### config.mk
export PLATFORM = sky130hd
export DESIGN_NAME = ecc_scalar_multiply_modp
export DESIGN_NICKNAME = d
export VERILOG_FILES = /design/src/rtl/core/ecsm_pkg.sv /design/src/rtl/core/ecsm_dp.sv /design/src/rtl/core/ecsm_ctrl.sv /design/src/rtl/core/ecc_scalar_multiply_modp.sv
export SDC_FILE = /design/constraint.sdc
export NUM_CORES = 1
export LEC_CHECK = 0
export BUFFER_PORTS_ARGS = -buffer_cell sky130_fd_sc_hd__buf_2
export CELL_PAD_IN_SITES_DETAIL_PLACEMENT = 0
export CELL_PAD_IN_SITES_GLOBAL_PLACEMENT = 1
export CORE_UTILIZATION = 49
export DETAILED_ROUTE_END_ITERATION = 10
export PLACE_DENSITY = 0.92
export SYNTH_ARGS = -nofsm -noshare
export SYNTH_HDL_FRONTEND = slang
export SYNTH_SLANG_ARGS = --single-unit
### constraint.sdc
create_clock -name clock -period 9.1 [get_ports clock]
set_clock_uncertainty 0.1 [all_clocks]
set_input_delay 1.82 -clock clock [delete_from_list [all_inputs] [get_ports clock]]
set_output_delay 1.82 -clock clock [all_outputs]
set_load 0.02 [all_outputs]
### src/rtl/core/ecsm_pkg.sv
// ----------------------------------------------------------------------------
// ecsm_pkg
// Shared types, constants and the microcode table for the scalar multiplier.
// ----------------------------------------------------------------------------
package ecsm_pkg;

   localparam int COORD_BITS  = 16;
   localparam int SCALAR_BITS = 32;
   localparam int CNT_BITS    = $clog2(COORD_BITS);
   localparam int PC_BITS     = 6;

   localparam logic [COORD_BITS-1:0] MODULUS_RESET = COORD_BITS'(65521);

   // register indexes on the configuration port
   localparam logic CSR_MODULUS = 1'b0;
   localparam logic CSR_COEFF_A = 1'b1;

   // result status codes
   localparam logic [1:0] ST_OK    = 2'd0;
   localparam logic [1:0] ST_NOINV = 2'd1;
   localparam logic [1:0] ST_ZERO  = 2'd2;

   // microcode entry points
   localparam logic [PC_BITS-1:0] DBL_ENTRY   = PC_BITS'(0);
   localparam logic [PC_BITS-1:0] ADD_ENTRY   = PC_BITS'(16);
   localparam logic [PC_BITS-1:0] INV_ENTRY   = PC_BITS'(29);
   localparam logic [PC_BITS-1:0] INV_LOOP    = PC_BITS'(30);
   localparam logic [PC_BITS-1:0] INV_CHECK   = PC_BITS'(36);
   localparam logic [PC_BITS-1:0] SETUP_ENTRY = PC_BITS'(37);

   typedef enum logic [3:0] {
      OP_NOP, OP_LOAD, OP_ADD, OP_SUB, OP_MOV, OP_MUL, OP_MODR,
      OP_INVI, OP_DIV, OP_ROT, OP_TAKE, OP_SHK, OP_EMIT
   } dp_op_type;

   typedef enum logic [3:0] {
      R_ZERO, R_BX, R_BY, R_AX, R_AY, R_U, R_V, R_W, R_T0, R_T1, R_Q, R_AC
   } reg_sel_type;

   typedef enum logic [2:0] {
      K_DP, K_CALL, K_BRZ, K_JMP, K_CHK, K_END
   } uop_kind_type;

   typedef enum logic [2:0] {
      S_IDLE, S_START, S_EXEC, S_WAIT, S_SCAN, S_SCAN2, S_EMIT
   } ctrl_state_type;

   typedef enum logic [1:0] {
      PH_SETUP, PH_ADD, PH_DBL
   } phase_type;

   typedef struct packed {
      logic        go;
      dp_op_type   op;
      reg_sel_type dst;
      reg_sel_type sa;
      reg_sel_type sb;
      logic [1:0]  est;
   } cmd_type;

   typedef struct packed {
      logic busy;
      logic out_full;
      logic m_small;
      logic k_zero;
      logic k_bit0;
      logic k_rest_zero;
      logic r1_zero;
      logic r0_one;
   } stat_type;

   typedef struct packed {
      uop_kind_type       kind;
      dp_op_type          op;
      reg_sel_type        dst;
      reg_sel_type        sa;
      reg_sel_type        sb;
      logic [PC_BITS-1:0] tgt;
   } uword_type;

   function automatic uword_type uw(uop_kind_type k, dp_op_type op, reg_sel_type d,
                                    reg_sel_type a, reg_sel_type b,
                                    logic [PC_BITS-1:0] t);
      uword_type w;
      w.kind = k;
      w.op   = op;
      w.dst  = d;
      w.sa   = a;
      w.sb   = b;
      w.tgt  = t;
      return w;
   endfunction

   function automatic uword_type dp(dp_op_type op, reg_sel_type d, reg_sel_type a,
                                    reg_sel_type b);
      return uw(K_DP, op, d, a, b, '0);
   endfunction

   function automatic uword_type fl(uop_kind_type k, logic [PC_BITS-1:0] t);
      return uw(k, OP_NOP, R_ZERO, R_ZERO, R_ZERO, t);
   endfunction

   // microcode: doubling, addition, inversion, input setup
   function automatic uword_type rom_word(logic [PC_BITS-1:0] pc);
      uword_type w;
      unique case (pc)
         // point doubling of (bx, by)
         6'd0:  w = dp(OP_MUL, R_U, R_BX, R_BX);
         6'd1:  w = dp(OP_ADD, R_V, R_U, R_U);
         6'd2:  w = dp(OP_ADD, R_V, R_V, R_U);
         6'd3:  w = dp(OP_ADD, R_V, R_V, R_AC);
         6'd4:  w = dp(OP_ADD, R_W, R_BY, R_BY);
         6'd5:  w = fl(K_CALL, INV_ENTRY);
         6'd6:  w = dp(OP_MUL, R_W, R_V, R_T0);
         6'd7:  w = dp(OP_MUL, R_U, R_W, R_W);
         6'd8:  w = dp(OP_SUB, R_U, R_U, R_BX);
         6'd9:  w = dp(OP_SUB, R_U, R_U, R_BX);
         6'd10: w = dp(OP_SUB, R_V, R_BX, R_U);
         6'd11: w = dp(OP_MUL, R_V, R_W, R_V);
         6'd12: w = dp(OP_SUB, R_V, R_V, R_BY);
         6'd13: w = dp(OP_MOV, R_BX, R_U, R_ZERO);
         6'd14: w = dp(OP_MOV, R_BY, R_V, R_ZERO);
         6'd15: w = fl(K_END, '0);
         // point addition (ax, ay) += (bx, by)
         6'd16: w = dp(OP_SUB, R_V, R_BY, R_AY);
         6'd17: w = dp(OP_SUB, R_W, R_BX, R_AX);
         6'd18: w = fl(K_CALL, INV_ENTRY);
         6'd19: w = dp(OP_MUL, R_W, R_V, R_T0);
         6'd20: w = dp(OP_MUL, R_U, R_W, R_W);
         6'd21: w = dp(OP_SUB, R_U, R_U, R_AX);
         6'd22: w = dp(OP_SUB, R_U, R_U, R_BX);
         6'd23: w = dp(OP_SUB, R_V, R_AX, R_U);
         6'd24: w = dp(OP_MUL, R_V, R_W, R_V);
         6'd25: w = dp(OP_SUB, R_V, R_V, R_AY);
         6'd26: w = dp(OP_MOV, R_AX, R_U, R_ZERO);
         6'd27: w = dp(OP_MOV, R_AY, R_V, R_ZERO);
         6'd28: w = fl(K_END, '0);
         // extended Euclid inverse of w, result in t0
         6'd29: w = dp(OP_INVI, R_ZERO, R_W, R_ZERO);
         6'd30: w = fl(K_BRZ, INV_CHECK);
         6'd31: w = dp(OP_DIV, R_ZERO, R_ZERO, R_ZERO);
         6'd32: w = dp(OP_MUL, R_Q, R_Q, R_T1);
         6'd33: w = dp(OP_SUB, R_Q, R_T0, R_Q);
         6'd34: w = dp(OP_ROT, R_ZERO, R_ZERO, R_ZERO);
         6'd35: w = fl(K_JMP, INV_LOOP);
         6'd36: w = fl(K_CHK, '0);
         // reduce inputs and coefficient
         6'd37: w = dp(OP_MODR, R_BX, R_BX, R_ZERO);
         6'd38: w = dp(OP_MODR, R_BY, R_BY, R_ZERO);
         6'd39: w = dp(OP_MODR, R_AC, R_AC, R_ZERO);
         6'd40: w = fl(K_END, '0);
         default: w = fl(K_END, '0);
      endcase
      return w;
   endfunction

   // a + b mod m for a, b < m
   function automatic logic [COORD_BITS-1:0] madd(logic [COORD_BITS-1:0] a,
                                                  logic [COORD_BITS-1:0] b,
                                                  logic [COORD_BITS-1:0] m);
      logic [COORD_BITS:0] s;
      s = {1'b0, a} + {1'b0, b};
      if (s >= {1'b0, m}) s = s - {1'b0, m};
      return s[COORD_BITS-1:0];
   endfunction

   // a - b mod m for a, b < m
   function automatic logic [COORD_BITS-1:0] msub(logic [COORD_BITS-1:0] a,
                                                  logic [COORD_BITS-1:0] b,
                                                  logic [COORD_BITS-1:0] m);
      logic [COORD_BITS-1:0] d;
      d = a - b;
      if (a < b) d = d + m;
      return d;
   endfunction

endpackage

### src/rtl/core/ecsm_dp.sv
// ----------------------------------------------------------------------------
// ecsm_dp
// Datapath: working registers, modular add/sub, a bit-serial unit
// for modular multiply and remainder/division, scalar shifter, result register.
// ----------------------------------------------------------------------------
module ecsm_dp (
   input  logic                              clock,
   input  logic                              reset,
   input  ecsm_pkg::cmd_type                 cmd,
   output ecsm_pkg::stat_type                stat,
   input  logic [2*ecsm_pkg::COORD_BITS+ecsm_pkg::SCALAR_BITS-1:0] req_tdata,
   input  logic                              csr_valid,
   output logic                              csr_ready,
   input  logic [0:0]                        csr_index,
   input  logic [ecsm_pkg::COORD_BITS-1:0]   csr_data,
   output logic                              rsp_tvalid,
   input  logic                              rsp_tready,
   output logic [2*ecsm_pkg::COORD_BITS-1:0] rsp_tdata,
   output logic [1:0]                        rsp_tuser
);
   import ecsm_pkg::*;

   localparam int W = COORD_BITS;
   localparam logic [CNT_BITS-1:0] CNT_LAST = CNT_BITS'(COORD_BITS - 1);

   // configuration
   logic [W-1:0] modulus_ff, coeff_a_ff;

   // working registers
   logic [W-1:0] bx_ff, by_ff, ax_ff, ay_ff, u_ff, v_ff, w_ff, ac_ff;
   logic [W-1:0] t0_ff, t1_ff, r0_ff, r1_ff, q_ff, rem_ff;
   logic [SCALAR_BITS-1:0] k_ff;

   // serial unit
   logic              busy_ff;
   logic [CNT_BITS-1:0] cnt_ff;
   dp_op_type         mode_ff;
   reg_sel_type       dst_ff;
   logic [W-1:0]      acc_ff, sh_ff, dv_ff, ma_ff;
   logic [W-1:0]      acc_in, sh_in;

   // result register
   logic              rsp_valid_ff;
   logic [W-1:0]      rsp_x_ff, rsp_y_ff;
   logic [1:0]        rsp_st_ff;

   logic [W-1:0] m, q_red, opa, opb;
   logic         wr_en;
   reg_sel_type  wr_sel;
   logic [W-1:0] wr_data;
   logic         ser_last;
   logic [W:0]   r_ext;
   logic         ge;
   logic [W-1:0] d1, d2;

   function automatic logic [W-1:0] rd(reg_sel_type s, logic [W-1:0] qr);
      logic [W-1:0] r;
      unique case (s)
         R_BX:    r = bx_ff;
         R_BY:    r = by_ff;
         R_AX:    r = ax_ff;
         R_AY:    r = ay_ff;
         R_U:     r = u_ff;
         R_V:     r = v_ff;
         R_W:     r = w_ff;
         R_T0:    r = t0_ff;
         R_T1:    r = t1_ff;
         R_Q:     r = qr;
         R_AC:    r = ac_ff;
         default: r = '0;
      endcase
      return r;
   endfunction

   assign m     = modulus_ff;
   // q can reach m only when r1 is one; fold it back below m
   assign q_red = (q_ff >= m) ? q_ff - m : q_ff;
   assign opa   = rd(cmd.sa, q_red);
   assign opb   = rd(cmd.sb, q_red);

   // one serial step: remainder shift-subtract and double-and-add multiply
   always_comb begin
      r_ext = {acc_ff, sh_ff[W-1]};
      ge    = r_ext >= {1'b0, dv_ff};
      d1    = madd(acc_ff, acc_ff, m);
      d2    = sh_ff[W-1] ? madd(d1, ma_ff, m) : d1;
      if (mode_ff == OP_MUL) begin
         acc_in = d2;
         sh_in  = {sh_ff[W-2:0], 1'b0};
      end else begin
         acc_in = ge ? W'(r_ext - {1'b0, dv_ff}) : r_ext[W-1:0];
         sh_in  = {sh_ff[W-2:0], ge};
      end
   end

   assign ser_last = busy_ff && (cnt_ff == CNT_LAST);

   // write port of the general registers
   always_comb begin
      wr_en   = 1'b0;
      wr_sel  = cmd.dst;
      wr_data = '0;
      if (ser_last && (mode_ff == OP_MUL || mode_ff == OP_MODR)) begin
         wr_en   = 1'b1;
         wr_sel  = dst_ff;
         wr_data = acc_in;
      end else if (cmd.go) begin
         priority case (cmd.op)
            OP_ADD: begin wr_en = 1'b1; wr_data = madd(opa, opb, m); end
            OP_SUB: begin wr_en = 1'b1; wr_data = msub(opa, opb, m); end
            OP_MOV: begin wr_en = 1'b1; wr_data = opa; end
            default: wr_en = 1'b0;
         endcase
      end
   end

   // configuration registers
   always_ff @(posedge clock) begin
      if (reset) begin
         modulus_ff <= MODULUS_RESET;
         coeff_a_ff <= '0;
      end else if (csr_valid) begin
         if (csr_index == CSR_MODULUS) modulus_ff <= csr_data;
         else                          coeff_a_ff <= csr_data;
      end
   end
   assign csr_ready = 1'b1;

   // working registers
   always_ff @(posedge clock) begin
      if (cmd.go && cmd.op == OP_LOAD) begin
         bx_ff <= req_tdata[W-1:0];
         by_ff <= req_tdata[2*W-1:W];
         k_ff  <= req_tdata[2*W+SCALAR_BITS-1:2*W];
         ac_ff <= coeff_a_ff;
      end
      if (cmd.go && cmd.op == OP_SHK) k_ff <= k_ff >> 1;
      if (cmd.go && cmd.op == OP_TAKE) begin
         ax_ff <= bx_ff;
         ay_ff <= by_ff;
      end
      if (cmd.go && cmd.op == OP_INVI) begin
         r0_ff <= m;
         r1_ff <= opa;
         t0_ff <= '0;
         t1_ff <= W'(1);
      end
      if (cmd.go && cmd.op == OP_ROT) begin
         r0_ff <= r1_ff;
         r1_ff <= rem_ff;
         t0_ff <= t1_ff;
         t1_ff <= q_ff;
      end
      if (ser_last && mode_ff == OP_DIV) begin
         q_ff   <= sh_in;
         rem_ff <= acc_in;
      end
      if (wr_en) begin
         unique case (wr_sel)
            R_BX:    bx_ff <= wr_data;
            R_BY:    by_ff <= wr_data;
            R_AX:    ax_ff <= wr_data;
            R_AY:    ay_ff <= wr_data;
            R_U:     u_ff  <= wr_data;
            R_V:     v_ff  <= wr_data;
            R_W:     w_ff  <= wr_data;
            R_T0:    t0_ff <= wr_data;
            R_T1:    t1_ff <= wr_data;
            R_Q:     q_ff  <= wr_data;
            R_AC:    ac_ff <= wr_data;
            default: ;
         endcase
      end
   end

   // serial unit control
   always_ff @(posedge clock) begin
      if (reset) begin
         busy_ff <= 1'b0;
      end else if (cmd.go && (cmd.op == OP_MUL || cmd.op == OP_MODR
                              || cmd.op == OP_DIV)) begin
         busy_ff <= 1'b1;
      end else if (ser_last) begin
         busy_ff <= 1'b0;
      end
   end

   // serial unit operands and step
   always_ff @(posedge clock) begin
      if (cmd.go && (cmd.op == OP_MUL || cmd.op == OP_MODR || cmd.op == OP_DIV)) begin
         cnt_ff  <= '0;
         acc_ff  <= '0;
         mode_ff <= cmd.op;
         dst_ff  <= cmd.dst;
         ma_ff   <= opa;
         unique case (cmd.op)
            OP_MUL:  begin sh_ff <= opb;   dv_ff <= m;     end
            OP_DIV:  begin sh_ff <= r0_ff; dv_ff <= r1_ff; end
            default: begin sh_ff <= opa;   dv_ff <= m;     end
         endcase
      end else if (busy_ff) begin
         cnt_ff <= cnt_ff + CNT_BITS'(1);
         acc_ff <= acc_in;
         sh_ff  <= sh_in;
      end
   end

   // result register
   always_ff @(posedge clock) begin
      if (reset) begin
         rsp_valid_ff <= 1'b0;
      end else if (cmd.go && cmd.op == OP_EMIT) begin
         rsp_valid_ff <= 1'b1;
      end else if (rsp_tready) begin
         rsp_valid_ff <= 1'b0;
      end
   end

   always_ff @(posedge clock) begin
      if (cmd.go && cmd.op == OP_EMIT) begin
         rsp_st_ff <= cmd.est;
         unique case (cmd.sa)
            R_AX:    begin rsp_x_ff <= ax_ff; rsp_y_ff <= ay_ff; end
            R_BX:    begin rsp_x_ff <= bx_ff; rsp_y_ff <= by_ff; end
            default: begin rsp_x_ff <= '0;    rsp_y_ff <= '0;    end
         endcase
      end
   end

   assign rsp_tvalid = rsp_valid_ff;
   assign rsp_tdata  = {rsp_y_ff, rsp_x_ff};
   assign rsp_tuser  = rsp_st_ff;

   // status toward the controller
   always_comb begin
      stat.busy        = busy_ff;
      stat.out_full    = rsp_valid_ff;
      stat.m_small     = m < W'(2);
      stat.k_zero      = k_ff == '0;
      stat.k_bit0      = k_ff[0];
      stat.k_rest_zero = (k_ff >> 1) == '0;
      stat.r1_zero     = r1_ff == '0;
      stat.r0_one      = r0_ff == W'(1);
   end

   // no result is written over one still waiting
   a_emit_free: assert property (@(posedge clock) disable iff (reset)
      cmd.go && cmd.op == OP_EMIT |-> !rsp_valid_ff)
      else $error("result emitted over pending result");

   // no new command while the serial unit runs
   a_no_cmd_busy: assert property (@(posedge clock) disable iff (reset)
      busy_ff |-> !cmd.go)
      else $error("command issued while serial unit busy");

   // the serial unit starts each operation from a zero count
   a_ser_len: assert property (@(posedge clock) disable iff (reset)
      $rose(busy_ff) |-> cnt_ff == '0)
      else $error("serial unit started with stale count");

endmodule

### src/rtl/core/ecsm_ctrl.sv
// ----------------------------------------------------------------------------
// ecsm_ctrl
// Controller: scans the scalar, sequences the microcode for setup, doubling,
// addition and inversion, and issues datapath commands.
// ----------------------------------------------------------------------------
module ecsm_ctrl (
   input  logic               clock,
   input  logic               reset,
   input  logic               req_tvalid,
   output logic               req_tready,
   output ecsm_pkg::cmd_type  cmd,
   input  ecsm_pkg::stat_type stat
);
   import ecsm_pkg::*;

   ctrl_state_type     state_ff, state_in;
   logic [PC_BITS-1:0] pc_ff, pc_in, ret_ff, ret_in;
   phase_type          phase_ff, phase_in;
   logic               have_ff, have_in;
   reg_sel_type        esel_ff, esel_in;
   logic [1:0]         est_ff, est_in;
   uword_type          uw;

   assign uw = rom_word(pc_ff);

   // state register
   always_ff @(posedge clock) begin
      if (reset) begin
         state_ff <= S_IDLE;
         pc_ff    <= '0;
         ret_ff   <= '0;
         phase_ff <= PH_SETUP;
         have_ff  <= 1'b0;
         esel_ff  <= R_ZERO;
         est_ff   <= ST_OK;
      end else begin
         state_ff <= state_in;
         pc_ff    <= pc_in;
         ret_ff   <= ret_in;
         phase_ff <= phase_in;
         have_ff  <= have_in;
         esel_ff  <= esel_in;
         est_ff   <= est_in;
      end
   end

   // next state and commands
   always_comb begin
      state_in   = state_ff;
      pc_in      = pc_ff;
      ret_in     = ret_ff;
      phase_in   = phase_ff;
      have_in    = have_ff;
      esel_in    = esel_ff;
      est_in     = est_ff;
      req_tready = 1'b0;
      cmd.go     = 1'b0;
      cmd.op     = OP_NOP;
      cmd.dst    = R_ZERO;
      cmd.sa     = R_ZERO;
      cmd.sb     = R_ZERO;
      cmd.est    = ST_OK;
      unique case (state_ff)
         S_IDLE: begin
            req_tready = 1'b1;
            if (req_tvalid) begin
               cmd.go   = 1'b1;
               cmd.op   = OP_LOAD;
               have_in  = 1'b0;
               state_in = S_START;
            end
         end
         S_START: begin
            if (stat.m_small) begin
               esel_in  = R_ZERO;
               est_in   = stat.k_zero ? ST_ZERO : ST_NOINV;
               state_in = S_EMIT;
            end else begin
               pc_in    = SETUP_ENTRY;
               phase_in = PH_SETUP;
               state_in = S_EXEC;
            end
         end
         S_EXEC: begin
            unique case (uw.kind)
               K_DP: begin
                  cmd.go   = 1'b1;
                  cmd.op   = uw.op;
                  cmd.dst  = uw.dst;
                  cmd.sa   = uw.sa;
                  cmd.sb   = uw.sb;
                  state_in = S_WAIT;
               end
               K_CALL: begin
                  ret_in = pc_ff + PC_BITS'(1);
                  pc_in  = uw.tgt;
               end
               K_BRZ: pc_in = stat.r1_zero ? uw.tgt : pc_ff + PC_BITS'(1);
               K_JMP: pc_in = uw.tgt;
               K_CHK: begin
                  // gcd must be one, else the slope does not exist
                  if (stat.r0_one) begin
                     pc_in = ret_ff;
                  end else begin
                     esel_in  = R_ZERO;
                     est_in   = ST_NOINV;
                     state_in = S_EMIT;
                  end
               end
               default: begin
                  unique case (phase_ff)
                     PH_SETUP: begin
                        if (stat.k_zero) begin
                           esel_in  = R_BX;
                           est_in   = ST_ZERO;
                           state_in = S_EMIT;
                        end else begin
                           state_in = S_SCAN;
                        end
                     end
                     PH_ADD: state_in = S_SCAN2;
                     default: begin
                        cmd.go   = 1'b1;
                        cmd.op   = OP_SHK;
                        state_in = S_SCAN;
                     end
                  endcase
               end
            endcase
         end
         S_WAIT: begin
            if (!stat.busy) begin
               pc_in    = pc_ff + PC_BITS'(1);
               state_in = S_EXEC;
            end
         end
         S_SCAN: begin
            // current scalar bit: take or add the running base point
            if (stat.k_bit0 && have_ff) begin
               pc_in    = ADD_ENTRY;
               phase_in = PH_ADD;
               state_in = S_EXEC;
            end else if (stat.k_bit0) begin
               cmd.go   = 1'b1;
               cmd.op   = OP_TAKE;
               have_in  = 1'b1;
               state_in = S_SCAN2;
            end else begin
               state_in = S_SCAN2;
            end
         end
         S_SCAN2: begin
            // stop once no higher bit is set, else double
            if (stat.k_rest_zero) begin
               esel_in  = R_AX;
               est_in   = ST_OK;
               state_in = S_EMIT;
            end else begin
               pc_in    = DBL_ENTRY;
               phase_in = PH_DBL;
               state_in = S_EXEC;
            end
         end
         default: begin
            if (!stat.out_full) begin
               cmd.go   = 1'b1;
               cmd.op   = OP_EMIT;
               cmd.sa   = esel_ff;
               cmd.est  = est_ff;
               state_in = S_IDLE;
            end
         end
      endcase
   end

   // the serial unit only starts from a microcode step
   a_busy_src: assert property (@(posedge clock) disable iff (reset)
      $rose(stat.busy) |-> $past(state_ff) == S_EXEC)
      else $error("serial unit started outside microcode");

   // idle means no datapath work in flight
   a_idle_quiet: assert property (@(posedge clock) disable iff (reset)
      state_ff == S_IDLE |-> !stat.busy)
      else $error("idle with serial unit busy");

   // a finished wait always moves on to the next step
   a_wait_step: assert property (@(posedge clock) disable iff (reset)
      state_ff == S_WAIT && !stat.busy |=> state_ff == S_EXEC)
      else $error("wait did not advance");

endmodule

### src/rtl/core/ecc_scalar_multiply_modp.sv
// ----------------------------------------------------------------------------
// ecc_scalar_multiply_modp
// Affine double-and-add scalar multiplication on y^2 = x^3 + a*x + b mod p.
// ----------------------------------------------------------------------------
// Usage:
//   req_*  : one request = base point and scalar. Accepted when the block is
//            idle (req_tready high), one request at a time.
//   rsp_*  : one result per request, held in an output register until taken.
//            The next request is accepted while a result still waits; the
//            block only stalls at the very end if the previous result is
//            still pending.
//   csr_*  : register writes (0 modulus, 1 coefficient a), always ready;
//            write only while no request is in flight.
// Timing: steps run one after another on one shared datapath. Each modular
//   multiply or reduction occupies the bit-serial unit until it is done, and
//   the next step waits for it; each inversion runs one Euclid iteration after
//   another, so the work per request grows with the set and examined scalar
//   bits, less for small k.
//   Zero scalar or a modulus below two ends without any point arithmetic.
// Reset: synchronous; modulus returns to 65521, a to 0, no result pending.
// ----------------------------------------------------------------------------
module ecc_scalar_multiply_modp (
   input  logic        clock,
   input  logic        reset,
   input  logic        req_tvalid,
   output logic        req_tready,
   input  logic [63:0] req_tdata,   // base_x[15:0], base_y[31:16], scalar[63:32]
   output logic        rsp_tvalid,
   input  logic        rsp_tready,
   output logic [31:0] rsp_tdata,   // result_x[15:0], result_y[31:16]
   output logic [1:0]  rsp_tuser,   // status[1:0]
   input  logic        csr_valid,
   output logic        csr_ready,
   input  logic [0:0]  csr_index,
   input  logic [15:0] csr_data
);
   import ecsm_pkg::*;

   cmd_type  cmd;
   stat_type stat;

   // sequencer
   ecsm_ctrl u_ctrl (
      .clock      (clock),
      .reset      (reset),
      .req_tvalid (req_tvalid),
      .req_tready (req_tready),
      .cmd        (cmd),
      .stat       (stat)
   );

   // arithmetic and storage
   ecsm_dp u_dp (
      .clock      (clock),
      .reset      (reset),
      .cmd        (cmd),
      .stat       (stat),
      .req_tdata  (req_tdata),
      .csr_valid  (csr_valid),
      .csr_ready  (csr_ready),
      .csr_index  (csr_index),
      .csr_data   (csr_data),
      .rsp_tvalid (rsp_tvalid),
      .rsp_tready (rsp_tready),
      .rsp_tdata  (rsp_tdata),
      .rsp_tuser  (rsp_tuser)
   );

endmodule
# Word-level counts from Yosys, hierarchy flattened
# Memories as Yosys holds them, arrays and structs flattened. A register that Yosys moved wholly into a read port is not among the register bits.
# Cells that the tools add are included.
# op_classes
add_sub_neg,12
order_cmp,7
eq_ne,77
muxes,117
n_mul,0
n_shift,0
div_mod_pow,0
n_reduce_logical,49
bitwise,1
# op_table
operator,n
2-to-1 mux 16 bit,43
case mux 16 bit (11 select lines),2
case mux 16 bit (2 select lines),3
subtractor 16 bit,6
"equality test 4 bit, second input constant",19
"equality test 4 x 3 -> 1 bit, second input constant",18
greater-or-equal comparator 17 x 16 -> 1 bit,4
logical NOT 32 bit,2
2-to-1 mux 31 bit,2
adder 16 x 16 -> 17 bit,3
2-to-1 mux 6 bit,8
case mux 16 bit (3 select lines),1
2-to-1 mux 4 bit,9
"equality test 4 x 2 -> 1 bit, second input constant",8
case mux 6 bit (5 select lines),1
2-to-1 mux 5 bit,5
2-to-1 mux 3 bit,7
2-to-1 mux 2 bit,10
case mux 5 bit (4 select lines),1
"!= test 2 bit, second input constant",9
case mux 3 bit (6 select lines),1
case mux 6 bit (3 select lines),1
adder 16 bit,1
"equality test 16 x 1 -> 1 bit, second input constant",1
43 further kinds,98
# word_totals
rom_bits,1600
wordCells,301
ramBits,0
output_inout_bits,37
register_bits,424
latchBits,0
mem_count,1
# memory_table
memory,words,width,read_ports,rd_ports_with_merged_regs,write_ports,line,rtl
(no name shown),64,25,1,1,0,ecsm_pkg.sv:106,unique case (pc)

# Longest topological paths before layout
# depth
ltp_word,13
depth_mapped,33
mapped_depth_nobuf,31

# By module
# A second synthesis with hierarchy kept.
# hier_totals
hier_cells,3430
area_unflattened_um2,30546.8
# by_module_without_submodules
mod,n_inst,area_per_inst_um2,cells_per_inst
ecsm_dp,1,27393.8,3023
ecsm_ctrl,1,3153.0,407

# Least setup slack after synthesis
# OpenSTA, ideal clock, no wires.
# synth_timing
kind,flip-flop to flip-flop
from,register u_dp.modulus_ff[1] (netlist: u_dp.m[1])
to,"register u_dp.u_ff[14], data pin"
period_less_slack_ps,7538
stages_incl_launch_ff,31
arrival_time_ps,7160
path_buffers,3
path_slack_ps,1562
required_ps,8722
cell_sequence,dfxtp_1 -> inv_1 -> ha_1 -> nor2b_1 -> o31ai_1 -> a21oi_1 -> a221oi_1 -> o21ai_1 -> clkbuf_1 -> mux2i_1 -> inv_1 -> ha_1 -> a211oi_1 -> o21bai_1 -> a2111oi_0 -> o21bai_1 -> a311oi_1 -> xnor2_1 -> ha_1 -> nand4_1 -> nor4_1 -> a2111o_1 -> a211o_1 -> o21ba_2 -> clkbuf_1 -> clkbuf_1 -> nor3_1 -> a31oi_1 -> a31oi_1 -> nor3_2 -> inv_1
# synth_via
elab_chain_cells,9
elab_cells_between_ends,25
# synth_lines
element,line,rtl
"start, declared",ecsm_dp.sv:27,"logic [W-1:0] modulus_ff, coeff_a_ff;"
"start signal, assigned",ecsm_dp.sv:123,if (csr_index == CSR_MODULUS) modulus_ff <= csr_data;
subtractor 16 bit or greater-or-equal comparator 16 bit (tied branches),ecsm_dp.sv:77,assign q_red = (q_ff >= m) ? q_ff - m : q_ff;
2-to-1 mux 16 bit,ecsm_dp.sv:77,
case mux 16 bit (11 select lines),ecsm_dp.sv:58,unique case (s)
subtractor 16 bit or adder 16 x 16 -> 17 bit (tied branches),"ecsm_pkg.sv:172, ecsm_pkg.sv:162",
adder 16 bit (tied with other cells),ecsm_pkg.sv:173,if (a < b) d = d + m;
"2-to-1 mux 16 bit, on equally long branches","ecsm_pkg.sv:173, ecsm_pkg.sv:163",
case mux 16 bit (3 select lines),ecsm_dp.sv:108,priority case (cmd.op)
2-to-1 mux 16 bit,ecsm_dp.sv:107,end else if (cmd.go) begin
2-to-1 mux 16 bit (*),ecsm_dp.sv:103,if (ser_last && (mode_ff == OP_MUL || mode_ff == OP_MODR)) begin
via u_dp.wr_data[14],ecsm_dp.sv:50,logic [W-1:0] wr_data;
"end signal, assigned",ecsm_dp.sv:164,R_U: u_ff <= wr_data;
"end, declared",ecsm_dp.sv:30,"logic [W-1:0] bx_ff, by_ff, ax_ff, ay_ff, u_ff, v_ff, w_ff, ac_ff;"
# Mark *: on every way through the listed nets, which the timed path passes. The rest lies on a longest branch.
# A chain may end at the register's enable or synchronous reset.

# Final worst setup path
# layout_timing
from,register u_dp.modulus_ff[1] (netlist: u_dp.m[1])
to,"register u_dp.v_ff[5], data pin"
# layout_via
elab_chain_cells,9
elab_cells_between_ends,25
# layout_lines
element,line,rtl
subtractor 16 bit or greater-or-equal comparator 16 bit (tied branches),ecsm_dp.sv:77,
2-to-1 mux 16 bit (*),ecsm_dp.sv:77,
case mux 16 bit (11 select lines) (*),ecsm_dp.sv:58,
via u_dp.opa[1],ecsm_dp.sv:47,"logic [W-1:0] m, q_red, opa, opb;"
subtractor 16 bit or adder 16 x 16 -> 17 bit (tied branches),"ecsm_pkg.sv:172, ecsm_pkg.sv:162",
adder 16 bit (tied with other cells),ecsm_pkg.sv:173,
"2-to-1 mux 16 bit, on equally long branches","ecsm_pkg.sv:173, ecsm_pkg.sv:163",
case mux 16 bit (3 select lines) (*),ecsm_dp.sv:108,
2-to-1 mux 16 bit (*),ecsm_dp.sv:107,
2-to-1 mux 16 bit (*),ecsm_dp.sv:103,
via u_dp.wr_data[5],ecsm_dp.sv:50,
"end signal, assigned",ecsm_dp.sv:165,R_V: v_ff <= wr_data;
"end, declared",ecsm_dp.sv:30,
# Marked as above.

==> flow_summary.yaml <==
synth:
  synth_ff_type: "dfxtp_1"
  netlist_instances: 3444
  seq_area_frac_synth_pct: 36.8
  async_flop_share_pct: 0
  synth_edf_count: 217
  syn_area_per_cell_sq_um: 8.74
  syn_area_sq_mm: 0.0301
  synth.area.top_cells: "edfxtp_1 (22%), dfxtp_1 (15%), ha_1 (6.4%)"
  syn-num-nets: 3693
  ys_types: 104
  ys_warn_count: 0
  synth_seq_cells: 445
  synth_common_cells: "nand2_1 (367), nor2_1 (336), a21oi_1 (287)"
  synth_top_area_share_pct: 21.6
  synth.most_common_cell: "nand2_1"
  synth_area_leader_cell: "edfxtp_1"
hold_path:
  worstHoldPathType: "reg -> reg"
  holdPathStages: 2
  hold_start: "u_dp.coeff_a_ff[1]"
die:
  die_y_um: 250
  rows: 90
  ios: 123
  core_area_sq_mm: 0.0606
  start_util_pct: 49.7
  die_area_sq_mm: 0.0624
  die_x_um: 250
routing:
  viasPerCell: 6.68
  drc_errors: 0
  dr.pass1.iters: 6
  vias: 29300
  drtIter0Drc: 3849
  ant_nets: 0
  post_drt_wl_per_cell_um: 26.4
  wl_um: 116000
sta:
  max_slew_margin_pct: 6.72
  fmax_mhz: 115
  rsz0062_at_grt: "no"
  period_needed_ns: 8.73
  slew_viol_final: 0
  setup_tns_ns: 0
  setup_viol: 0
  worst_pin_slew_ns: 1.38
  final_hold_viol_count: 0
  min_period_over_period_pct: 96.0
clock_network:
  clock_sinks: 445
  clock_latency_ns: 0.62
  cts.path.max_buffers: 3
  cts_made_buffers: 49
  cts_root_buf: "clkbuf_16"
  cts_tree: "built"
  cts_hold_buf: 0
  htreeDepth: 2
  path_clk_slew_ns: 0.06
setup_path:
  ff2ff_path_depth: 27
  path_buf_inv: 4
  path_depth: 27
  worstPathArrival_ns: 8.96
  crit_required_ns: 9.32
  reg2reg_from: "u_dp.m[1]"
  cp_top_family: "compound AO/OA/AOI/OAI gates"
  path_class: "reg -> reg"
  crit_path_start: "u_dp.m[1]"
  critPathMaxStageDelay_ns: 0.49
  end_kind: "flop"
  crit_slowest_cell: "fa_1"
  cp-start-kind: "flop"
  crit_fanout: 10
  cp_common_cell: "inv_1"
pwr:
  pwr_density_cell_mw_per_mm2: 330
  leakage_nw: 13.6
  irDropWorstVdd_mv: 0.209
  power_mw: 11.1
grt:
  grt-ovfl-total: 0
  grt_max_degree: 83
  track_usage_pct: 35.9
  grt_pass1_wl_um: 170000
  antenna_found_initial: 4
  grt_pass1_vias: 26800
placed_design:
  gp_congestion: 1.04
  portBuffers: 121
  dp_hpwl_um: 87300
status:
  outcome: "finished, final reports clean"
final_layout:
  largest_register_ffs: 32
  area_growth_pct: 12.1
  final_util_pct: 55.7
  largest-register: "u_dp.k_ff"
  fin_nets: 3810
  layout-drive-gt1-share_pct: 13.6
  nFillCells: 5601
run:
  maxCapViolCount: 0
through the flow:
stage | cell area, sq um | setup slack, ns | hold slack, ns | instances
finish | 33700 | 0.367 | 0.378 | 4388
global route | 33700 | 0.0307 | 0.404 | 4384
CTS | 33700 | 0.387 | 0.380 | 4377
detailed placement | 32000 | 0.391 | 0.371 | 4285
global placement | 32000 | 0.450 | 0.374 | 4285
floorplan | 30100 | 1.56 | 0.333 | 3444
worst paths after layout:
kind	to	slack, ns
max	u_dp.v_ff[5]	0.37
min	u_dp.coeff_a_ff[1]	0.38
max reg2reg	u_dp.v_ff[5]	0.37
min reg2reg	u_dp.coeff_a_ff[1]	0.38
what timing repair did:
action | 4_1_cts | 5_1_grt
gates resized for setup | 0 | 2
buffers inserted | 0 | 7
setup endpoints to repair | 0 | 21
cell usage in the layout, fill, tap and decap left out, types with 121 or more instances in the layout:
| cell type | n |
|---|---|
| o21ai_0 | 150 |
| nor2_1 | 328 |
| ha_1 | 154 |
| buf_4 | 134 |
| edfxtp_1 | 217 |
| buf_2 | 121 |
| nand2_1 | 367 |
| dfxtp_1 | 228 |
| inv_1 | 134 |
| a21oi_1 | 287 |
worst min-delay path, delay by kind of cell (launching register included):
family | cells | cell delay, ns
AO/OA/AOI/OAI | 1 | 0.05
flip-flops | 1 | 0.32
AND/OR/NAND/NOR | 1 | 0.06
metal layers:
metal / routed length, um / track usage, % / vias to the layer above / part of all wire [%]
met5: 25 / 0 / - / 0.022
met4: 4810 / 13.8 / 4 / 4.2
met3: 11400 / 6.85 / 298 / 9.9
met2: 50200 / 54.5 / 1641 / 43
li1: - / - / 13200 / -
met1: 49300 / 50.3 / 14200 / 43
final cells by class:
cell class	instances	area (sq um)	share of cell area, %
multi-input combinational	2668	17900	52.9
clock buffer	63	1340	3.98
tap	782	978	2.90
inverter	141	529	1.57
antenna	4	10.0	0.0297
timing repair buffer	256	1630	4.84
clock inverter	29	310	0.920
sequential	445	11100	32.8
power breakdown:
group | switching [mW] | internal [mW]
sequential | 0.400 | 2.49
combinational | 3.75 | 2.41
clock | 0.884 | 1.19
total | 5.04 | 6.08
cells by family after synthesis:
logic type,count (synthesis),synth area share [%]
DFF,445,36.8
adders and majority gates,163,7.00
muxes,143,5.15
AOI/OAI and AO/OA,1131,26.1
xor gates and xnor gates,103,3.00
buffers and inverters,331,4.33
other,1,0.0125
and+or+nand+nor,1127,17.6
No activity file was read; power rests on OpenSTA's default activity.
